<file path="src/mbc_pkg.sv">
// Shared types, constants and round function of the Magma-style block cipher.
package mbc_pkg;

  localparam int NumRounds = 32;
  localparam int NumKeys   = 8;
  localparam int HalfW     = 32;
  localparam int BlockW    = 2 * HalfW;
  localparam int RotAmt    = 11;
  localparam int KeyIdxW   = $clog2(NumKeys);
  localparam int CountW    = $clog2(NumRounds + 1);

  typedef enum logic {
    CmdEncrypt = 1'b0,
    CmdDecrypt = 1'b1
  } cmd_e;

  typedef logic [HalfW-1:0] half_t;
  typedef logic [NumKeys-1:0][HalfW-1:0] key_words_t;

  // One request in flight: p is the half fed to the round function, q the other.
  typedef struct packed {
    cmd_e  cmd;
    half_t p;
    half_t q;
  } stage_t;

  localparam logic [3:0] SboxTab [0:7][0:15] = '{
    '{4'hC, 4'h5, 4'h6, 4'hB, 4'h9, 4'h0, 4'hA, 4'hD,
      4'h3, 4'hE, 4'hF, 4'h8, 4'h4, 4'h7, 4'h1, 4'h2},
    '{4'h6, 4'h8, 4'h2, 4'h3, 4'h9, 4'hA, 4'h5, 4'hC,
      4'h1, 4'hE, 4'h4, 4'h7, 4'hB, 4'hD, 4'hF, 4'h0},
    '{4'hD, 4'h3, 4'h4, 4'hF, 4'h8, 4'h1, 4'hA, 4'h6,
      4'h9, 4'h0, 4'h7, 4'hC, 4'hB, 4'h5, 4'hE, 4'h2},
    '{4'hB, 4'h0, 4'h6, 4'h1, 4'h5, 4'hA, 4'h8, 4'hE,
      4'h3, 4'hD, 4'h7, 4'hC, 4'hF, 4'h9, 4'h2, 4'h4},
    '{4'h7, 4'h2, 4'hC, 4'h5, 4'h8, 4'h4, 4'h6, 4'hB,
      4'h1, 4'hA, 4'h9, 4'hE, 4'h3, 4'hF, 4'h0, 4'hD},
    '{4'h5, 4'hB, 4'h0, 4'hC, 4'h7, 4'hA, 4'h4, 4'h8,
      4'hE, 4'h2, 4'hD, 4'h6, 4'hF, 4'h1, 4'h3, 4'h9},
    '{4'hA, 4'hD, 4'h0, 4'h3, 4'h6, 4'h9, 4'h2, 4'h8,
      4'hB, 4'h1, 4'h7, 4'h5, 4'hF, 4'h4, 4'hE, 4'hC},
    '{4'hC, 4'h8, 4'h2, 4'h1, 4'hD, 4'h4, 4'hF, 4'h6,
      4'h7, 4'h0, 4'hA, 4'h5, 4'h3, 4'hE, 4'h9, 4'hB}
  };

  // Key add, nibble substitution, then rotate left.
  function automatic half_t round_f(input half_t x, input half_t k);
    half_t s;
    half_t t;
    s = x + k;
    for (int n = 0; n < HalfW / 4; n++) begin
      t[4*n +: 4] = SboxTab[n][s[4*n +: 4]];
    end
    return {t[HalfW-1-RotAmt:0], t[HalfW-1:HalfW-RotAmt]};
  endfunction

endpackage

</file>
<file path="src/mbc_key_regs.sv">
// Round key register file, written through the configuration port.
module mbc_key_regs (
  input  logic                         clk_i,
  input  logic                         rst_ni,
  input  logic                         cfg_we_i,
  input  logic [mbc_pkg::KeyIdxW-1:0]  cfg_idx_i,
  input  mbc_pkg::half_t               cfg_wdata_i,
  output mbc_pkg::key_words_t          keys_o
);

  mbc_pkg::key_words_t keys_q, keys_d;

  always_comb begin
    keys_d = keys_q;
    if (cfg_we_i) begin
      keys_d[cfg_idx_i] = cfg_wdata_i;
    end
  end

  always_ff @(posedge clk_i or negedge rst_ni) begin
    if (!rst_ni) begin
      keys_q <= '0;
    end else begin
      keys_q <= keys_d;
    end
  end

  assign keys_o = keys_q;

endmodule

</file>
<file path="config.mk">
export PLATFORM = sky130hd
export DESIGN_NAME = mbc_key_regs
export DESIGN_NICKNAME = d
export VERILOG_FILES = /design/src/mbc_pkg.sv /design/src/mbc_key_regs.sv
export SDC_FILE = /design/constraint.sdc
export NUM_CORES = 1
export LEC_CHECK = 0
export BUFFER_PORTS_ARGS = -buffer_cell sky130_fd_sc_hd__clkbuf_2
export CORE_UTILIZATION = 40
export CTS_BUF_LIST = sky130_fd_sc_hd__clkbuf_2 sky130_fd_sc_hd__clkbuf_4 sky130_fd_sc_hd__clkbuf_8
export DETAILED_ROUTE_END_ITERATION = 6
export MAX_ROUTING_LAYER = met4
export PLACE_DENSITY = 0.75
export SLEW_MARGIN = 20
export SYNTH_ARGS = -nofsm -noshare
export SYNTH_HDL_FRONTEND = slang
export SYNTH_SLANG_ARGS = --single-unit
</file>
<file path="constraint.sdc">
create_clock -name clk_i -period 0.95 [get_ports clk_i]
set_input_delay 0.1425 -clock clk_i [delete_from_list [all_inputs] [get_ports clk_i]]
set_output_delay 0.1425 -clock clk_i [all_outputs]
set_load 0.01 [all_outputs]
</file>
==> impl_metrics.toml <==
[place]
dp_hpwl_mm = 16.5
place.gp.congestion = 0.813
postPlaceCellArea_sq_mm = 0.0121
io_buffers = 293
placedCellCount = 1160

[timing]
period_share_pct = 128
clock_skew_ns = 0
max_freq_ghz = 0.821
hold_viol_final = 0
setup_viol = 288
tightestPinTransition_ns = 0.334
fin_hold_ws_ns = 0.0533
layout_min_cycle_time_ns = 1.22
rsz0062_at_grt = "yes"
setup_slack_ns = -0.268
max_slew_margin_pct = 77.7
maxSlewViolCount = 0

[synth]
synth.ff_latch_count = 256
synth_cell_types = 9
syn-cell-area_sq_mm = 0.00961
yosys_warnings = 0
ys_seq_area_share_pct = 66.7
syn-num-nets = 589
avgSynthCellArea_sq_um = 17.4
synthCells = 551

[power_and_ir_drop]
p_leak_uw = 0.00739
powerDensity_mw_per_mm2 = 2350
power_uw = 34800
ir_drop_uv = 1460

[job]
drv_cap = 0

[status]
outcome = "finished with violations"
violations = "negative setup slack"

[cells_and_area]
fin_area_sq_mm = 0.0149
areaGrowthSynthToFinish_pct = 54.7
multiInputGateArea_sq_mm = 0.00337
largest_reg_flops = 256
final_common_cell = "dfrtp_1"
nFillCells = 1672
diodes = 0
nNetsFinal = 1096
ff_latch_area_sq_mm = 0.00641
layout_common_cells = "256 x dfrtp_1, 218 x clkbuf_2, 152 x mux2_2"
drive_above_1_share_pct = 72.0
fin_cells = 1402

[grt]
grt_pass1_wl_mm = 41.7
grt_max_degree = 59
antenna_found_initial = 0
grt_pass1_vias = 7247
grt_overflow = 0
grt_usage_pct = 23.3

[floorplanning]
fp-row-count = 56
io_pins = 294
dieArea_sq_mm = 0.0246
initial_core_util_pct = 40.8
die_x_um = 157
coreArea_sq_mm = 0.0235
die_h_um = 157

[hold_path]
worstHoldPathType = "in -> reg"

[clocking]
cts_sinks = 256
h-tree-depth = 2
clk_path_buf_depth = 3
root_buffer = "clkbuf_8"
cts_tree = "yes"
cts.clk_slew.worst_paths_ns = 0.07
clk_latency_ns = 0.52
cts_made_buffers = 42

[critical_path]
cp.arrival_ns = 1.08
crit_chain = "clkbuf_2"
slowest_delay_ns = 0.39
cp-end-kind = "output port"
path_buf_inv = 1
crit_required_ns = 0.81
critPathMaxFanout = 2
cp_slowest_cell = "dfrtp_1"
critical_path_class = "reg -> out"
crit_family = "flip-flops"
critPathLaunchType = "flop"

[drt]
drc = 0
drt_iter0_markers = 215
vias = 6842
wirelength_mm = 28.9
firstDrtPassIters = 4
antenna_left = 0
drt-wirelength-per-cell_um = 20.6
avgViaCountPerCell = 4.88
## synth_stat cells
cell,number,area (sq um)
buf_2,19,95.1
mux2_1,25,282
buf_6,12,135
mux2_2,231,2600
nand4_1,1,6.26
nand4b_1,3,26.3
nor4b_4,1,23.8
dfrtp_1,256,6410
nor4bb_1,3,30.0
## path summary, 6_finish.rpt
kind                                 start  slack, ns          end  cells after the start
min                        cfg_wdata_i[23]       0.05  keys_o[151]                      2
max reg2reg                    keys_o[239]      -0.08  keys_o[239]                      3
min in group asynchronous           rst_ni       0.16   keys_o[79]                      3
max                            keys_o[109]      -0.27  keys_o[109]                      1
min reg2reg                     keys_o[20]       0.49   keys_o[20]                      1
max in group asynchronous           rst_ni       0.18  keys_o[252]                      3
## repair_timing
item	in CTS	in global routing
hold buffers	33	0
pin swaps	4	1
cloned	3	1
endpoints found under the setup margin	276	290
buffers inserted	79	64
resized for setup	9	176
hold endpoints to repair	484	0
## cell type report
type	instances	area share, %
Sequential cell	256	43.1
Timing Repair Buffer	494	26.0
Multi-Input combinational cell	264	22.7
Clock buffer	60	5.18
Tap cell	319	2.69
Clock inverter	9	0.320
## kinds of logic after synthesis
group                  Yosys count  share of synthesized area, %
buffers and inverters           31                          2.40
muxes                          256                          30.0
and+or+nand+nor                  8                         0.899
DFF                            256                          66.7
## power breakdown
group          internal [uW]  leakage, uW  total, uW  switching, uW
Clock                   5180     0.000440       9430           4250
Combinational           6360      0.00388      10600           4230
Sequential             13300      0.00307      14800           1490
Total                  24900      0.00739      34800           9970
## metrics by stage
stage,utilization [%],worst slack [ns],TNS [ns]
5_1_grt,63.1,-0.323,-74.42
3_3_place_gp,51.3,-0.553,-118.98
3_5_place_dp,51.3,-0.587,-126.43
4_1_cts,59.1,-0.299,-66.46
2_1_floorplan,-,-0.360,-65.93
6_report,63.1,-0.268,-59.16
## per-layer routing
| metal | GRT usage [%] | routed length (um) |
|---|---|---|
| met1 | 27.3 | 11300 |
| met5 | - | 0 |
| met4 | 8.64 | 1080 |
| met3 | 6.06 | 1890 |
| met2 | 38.6 | 14700 |
Note: power is estimated with default switching activity, not from simulation.
