--- src/mbc_pkg.sv ---
// Shared types, constants and round function of the Magma-style block cipher.
package mbc_pkg;

  localparam int NumRounds = 32;
  localparam int NumKeys   = 8;
  localparam int HalfW     = 32;
  localparam int BlockW    = 2 * HalfW;
  localparam int RotAmt    = 11;
  localparam int KeyIdxW   = $clog2(NumKeys);
  localparam int CountW    = $clog2(NumRounds + 1);

  typedef enum logic {
    CmdEncrypt = 1'b0,
    CmdDecrypt = 1'b1
  } cmd_e;

  typedef logic [HalfW-1:0] half_t;
  typedef logic [NumKeys-1:0][HalfW-1:0] key_words_t;

  // One request in flight: p is the half fed to the round function, q the other.
  typedef struct packed {
    cmd_e  cmd;
    half_t p;
    half_t q;
  } stage_t;

  localparam logic [3:0] SboxTab [0:7][0:15] = '{
    '{4'hC, 4'h5, 4'h6, 4'hB, 4'h9, 4'h0, 4'hA, 4'hD,
      4'h3, 4'hE, 4'hF, 4'h8, 4'h4, 4'h7, 4'h1, 4'h2},
    '{4'h6, 4'h8, 4'h2, 4'h3, 4'h9, 4'hA, 4'h5, 4'hC,
      4'h1, 4'hE, 4'h4, 4'h7, 4'hB, 4'hD, 4'hF, 4'h0},
    '{4'hD, 4'h3, 4'h4, 4'hF, 4'h8, 4'h1, 4'hA, 4'h6,
      4'h9, 4'h0, 4'h7, 4'hC, 4'hB, 4'h5, 4'hE, 4'h2},
    '{4'hB, 4'h0, 4'h6, 4'h1, 4'h5, 4'hA, 4'h8, 4'hE,
      4'h3, 4'hD, 4'h7, 4'hC, 4'hF, 4'h9, 4'h2, 4'h4},
    '{4'h7, 4'h2, 4'hC, 4'h5, 4'h8, 4'h4, 4'h6, 4'hB,
      4'h1, 4'hA, 4'h9, 4'hE, 4'h3, 4'hF, 4'h0, 4'hD},
    '{4'h5, 4'hB, 4'h0, 4'hC, 4'h7, 4'hA, 4'h4, 4'h8,
      4'hE, 4'h2, 4'hD, 4'h6, 4'hF, 4'h1, 4'h3, 4'h9},
    '{4'hA, 4'hD, 4'h0, 4'h3, 4'h6, 4'h9, 4'h2, 4'h8,
      4'hB, 4'h1, 4'h7, 4'h5, 4'hF, 4'h4, 4'hE, 4'hC},
    '{4'hC, 4'h8, 4'h2, 4'h1, 4'hD, 4'h4, 4'hF, 4'h6,
      4'h7, 4'h0, 4'hA, 4'h5, 4'h3, 4'hE, 4'h9, 4'hB}
  };

  // Key add, nibble substitution, then rotate left.
  function automatic half_t round_f(input half_t x, input half_t k);
    half_t s;
    half_t t;
    s = x + k;
    for (int n = 0; n < HalfW / 4; n++) begin
      t[4*n +: 4] = SboxTab[n][s[4*n +: 4]];
    end
    return {t[HalfW-1-RotAmt:0], t[HalfW-1:HalfW-RotAmt]};
  endfunction

endpackage

--- src/mbc_round.sv ---
// One Feistel round with its pipeline register and per-stage flow control.
module mbc_round (
  input  logic             clk_i,
  input  logic             rst_ni,
  input  mbc_pkg::half_t   key_enc_i,
  input  mbc_pkg::half_t   key_dec_i,
  input  logic             valid_i,
  input  mbc_pkg::stage_t  data_i,
  output logic             ready_o,
  output logic             valid_o,
  output mbc_pkg::stage_t  data_o,
  input  logic             ready_i
);

  logic            valid_q, valid_d;
  mbc_pkg::stage_t data_q, data_d;
  mbc_pkg::half_t  key;

  // The stage takes a new request when it is empty or its content moves on.
  assign ready_o = !valid_q || ready_i;
  assign key     = (data_i.cmd == mbc_pkg::CmdDecrypt) ? key_dec_i : key_enc_i;

  always_comb begin
    valid_d = valid_q;
    data_d  = data_q;
    if (ready_o) begin
      valid_d = valid_i;
    end
    if (ready_o && valid_i) begin
      data_d.cmd = data_i.cmd;
      data_d.p   = data_i.q ^ mbc_pkg::round_f(data_i.p, key);
      data_d.q   = data_i.p;
    end
  end

  always_ff @(posedge clk_i or negedge rst_ni) begin
    if (!rst_ni) begin
      valid_q <= 1'b0;
    end else begin
      valid_q <= valid_d;
    end
  end

  always_ff @(posedge clk_i) begin
    data_q <= data_d;
  end

  assign valid_o = valid_q;
  assign data_o  = data_q;

endmodule

--- config.mk ---
export PLATFORM = sky130hd
export DESIGN_NAME = mbc_round
export DESIGN_NICKNAME = d
export VERILOG_FILES = /design/src/mbc_pkg.sv /design/src/mbc_round.sv
export SDC_FILE = /design/constraint.sdc
export NUM_CORES = 1
export LEC_CHECK = 0
export BUFFER_PORTS_ARGS = -buffer_cell sky130_fd_sc_hd__buf_4
export CORE_UTILIZATION = 55
export CTS_BUF_LIST = sky130_fd_sc_hd__clkbuf_4 sky130_fd_sc_hd__clkbuf_8 sky130_fd_sc_hd__clkbuf_16
export DETAILED_ROUTE_END_ITERATION = 8
export GPL_TIMING_DRIVEN = 0
export PLACE_DENSITY = 0.95
export SYNTH_ARGS = -nofsm -noshare
export SYNTH_HDL_FRONTEND = slang
export SYNTH_SLANG_ARGS = --single-unit
export TNS_END_PERCENT = 30
--- constraint.sdc ---
create_clock -name clk_i -period 7.1 [get_ports clk_i]
set_input_delay 0.71 -clock clk_i [delete_from_list [all_inputs] [get_ports clk_i]]
set_output_delay 0.71 -clock clk_i [all_outputs]
set_load 0.02 [all_outputs]
==> results.toml <==
[cells_and_area]
seqCellArea_um2 = 1980
multi_input_area_um2 = 3530
final_util_pct = 76.4
fillers = 649
final_cells = 884
insertedDiodeCount = 0
area_growth_pct = 33.4
nets = 939
drive_above_1_share_pct = 36.2

[clock_tree]
clock_latency_ps = 370
cts_buffer_depth = 2
cts_max_level = 3
clk_transition_reported_paths_ps = 70
hold_buffers = 0
numCtsBuffers = 9
post-cts-setup-buffers = 0
cts.sinks = 66
tritoncts = "yes"
cts_resized = 0
cts-root-buf = "clkbuf_8"

[routing]
wire_per_inst_um = 17.5
drc = 0
drtAntennaViolNets = 0
drt-pass1-iter-count = 5
num_vias = 5125
routed_wl_um = 15500
avgViaCountPerCell = 5.80
drtIter0Drc = 237

[synth]
syn-cell-area_um2 = 5650
yosys_most_used_dff = "edfxtp_1"
ys_types = 66
synth_area_leaders = "edfxtp_1, ha_1, mux2_2"
synthArstFlopShare_pct = 1.52
synthTopCellsByCount = "edfxtp_1, ha_1, nor2_1"
synth-compound-area-share_pct = 15.6
synth_edf_count = 65
yosysMostFrequentCell = "edfxtp_1"
synth_fp_nets = 728
synth-seq-cells = 66
syn_avg_cell_area_um2 = 10.6
synth-xor-area-share_pct = 10.3
synth_top_family_by_area = "compound AO/OA/AOI/OAI gates"
ys_warn_count = 0
synth.area.mux_share_pct = 11.8
synth_cells = 535
synth-simple-area-share_pct = 11.3
synthAdderAreaFrac_pct = 13.4
synth_top_area_share_pct = 34.5
ys_seq_area_share_pct = 35.0
yosysTopAreaCell = "edfxtp_1"

[grt]
overflow = 0
grt_use_total_pct = 29.0
antenna_found_initial = 0
grt_max_degree = 42
grt_pass1_vias = 5052
grt_pass1_wl_um = 23600

[worst_setup_path]
worstSetupStartpointType = "input port"
crit_buf_inv = 4
cpPeakStageDelay_ps = 620
timing.rr.end = "data_o[8]$_DFFE_PP_"
crit_chain = "buf_4 > clkbuf_1 > buf_1 > mux2_2 > ha_1 > inv_1 > fa_1 > nor2b_1 > o2111a_1 > o21ai_0 > a31oi_1 > a31oi_1 > o211ai_1 > a21oi_1 > xor2_1 > ha_1 > nor2_1 > mux2_2 > nand2_1 > o21ai_0 > xnor2_1"
worst_r2r_path_depth = 3
crit_required_ps = 7210
critical-path-slowest-cell = "buf_1"
cpLargestDelayFamily = "compound AO/OA/AOI/OAI gates"
r2r_slack_ps = 5370
cp.arrival_ps = 5650
worst-path-max-fanout = 10
setup.worst_path.end_class = "flip-flop"
r2r_start = "valid_o$_DFFE_PN0N_"
critPathKind = "input port to flip-flop"

[die]
io_pins = 200
core_um2 = 9860
die_area_um2 = 10700
die_x_um = 103
chipHeight_um = 103
num_rows = 36
initial_utilization_pct = 57.3

[pwr]
cellLeakagePower_nw = 3.33
p_total_w = 0.00183
vdd_ir_drop_max_mv = 0.115
power.density_nw_per_um2 = 242

[sta]
fin_ws_ps = 1560
hold_violations = 0
tightest_slew_ps = 792
fin_crit_sh_pct = 78.0
slew_violations = 0
rsz0062_at_grt = "no"
setup_tns_ps = 0
min_period_ps = 5540
slew_headroom_pct = 46.8
fmax_ghz = 0.181
setup_viol = 0
skew_ps = 7.63

[placed_design]
dp_hpwl_um = 12100
port_buffers = 199
place.gp.congestion = 0.860
place_ws_ps = 1250
dp.cells = 868

[flow_run]
cap_violations = 0

[status]
outcome = "completed"

[min_path]
hold_path.class = "input port to async pin"
## layout by cell type (no fill, tap or decap), types with 5 or more instances in the layout
master	n
nor3_1	7
buf_4	199
a21o_1	9
nor2_1	41
edfxtp_1	65
clkbuf_8	10
o211ai_1	7
nand3b_1	5
xnor2_1	36
mux4_2	6
o21ai_0	18
a21oi_1	39
and2_1	5
nor2b_1	6
inv_1	29
mux2_2	32
mux2i_1	17
nand3_1	6
xor2_1	24
nand2_1	30
clkbuf_1	5
nand2b_1	12
o21a_1	8
ha_1	59
## logic make-up (layout without fill, tap and decap cells)
family,Yosys count,count (layout)
fa+ha+maj,60,60
mux,55,55
xor+xnor,62,62
simple gates,129,129
buf+inv,38,254
flops,66,66
compound gates,125,125
## flip-flops by register name, summed over array words and instances, names as in the netlist
name and count:
data_o 65, valid_o 1
## stage by stage
| step | instance area, µm² | hold slack, ps |
|---|---|---|
| 6_report | 7540 | 110 |
| 5_1_grt | 7540 | 118 |
| 4_1_cts | 7540 | 110 |
| 3_5_place_dp | 7330 | 490 |
| 3_3_place_gp | 7310 | 486 |
| 2_1_floorplan | 5650 | 414 |
## how the worst max path moves through the flow
| stage | slack [ps] | endpoint | startpoint | cells past startpoint |
|---|---|---|---|---|
| floorplan | 2340 | data_o[36]$_DFFE_PP_ | data_i[64] | 18 |
| global placement | 1580 | data_o[36]$_DFFE_PP_ | data_i[64] | 19 |
| detailed placement | 1250 | data_o[36]$_DFFE_PP_ | data_i[64] | 19 |
| CTS | 1600 | data_o[36]$_DFFE_PP_ | data_i[64] | 19 |
| global route | 1110 | data_o[36]$_DFFE_PP_ | data_i[64] | 19 |
| finish | 1560 | data_o[36]$_DFFE_PP_ | data_i[64] | 21 |
## per-layer routing
metal | vias up | wire length, µm | GRT usage [%]
li1 | 2409 | - | -
met4 | 0 | 566 | 16.0
met3 | 50 | 930 | 3.56
met2 | 236 | 8180 | 53.5
met1 | 2430 | 5840 | 32.4
met5 | - | 0 | 0
## layout make-up
cell class	count	share of cell area, %
plain buffers	9	0.564
clock buffers	14	2.22
clock inverters	2	0.498
inverters	29	1.44
multi-input cells	431	46.8
flip-flops and latches	66	26.2
well taps	133	2.21
repair buffers	200	20.1
## power by group
part / internal [W] / switching [W]
sequential: 0.000520 / 0.0000153
combinational: 0.000423 / 0.000525
clock: 0.000188 / 0.000156
total: 0.00113 / 0.000695
(Power assumes the default switching activity.)
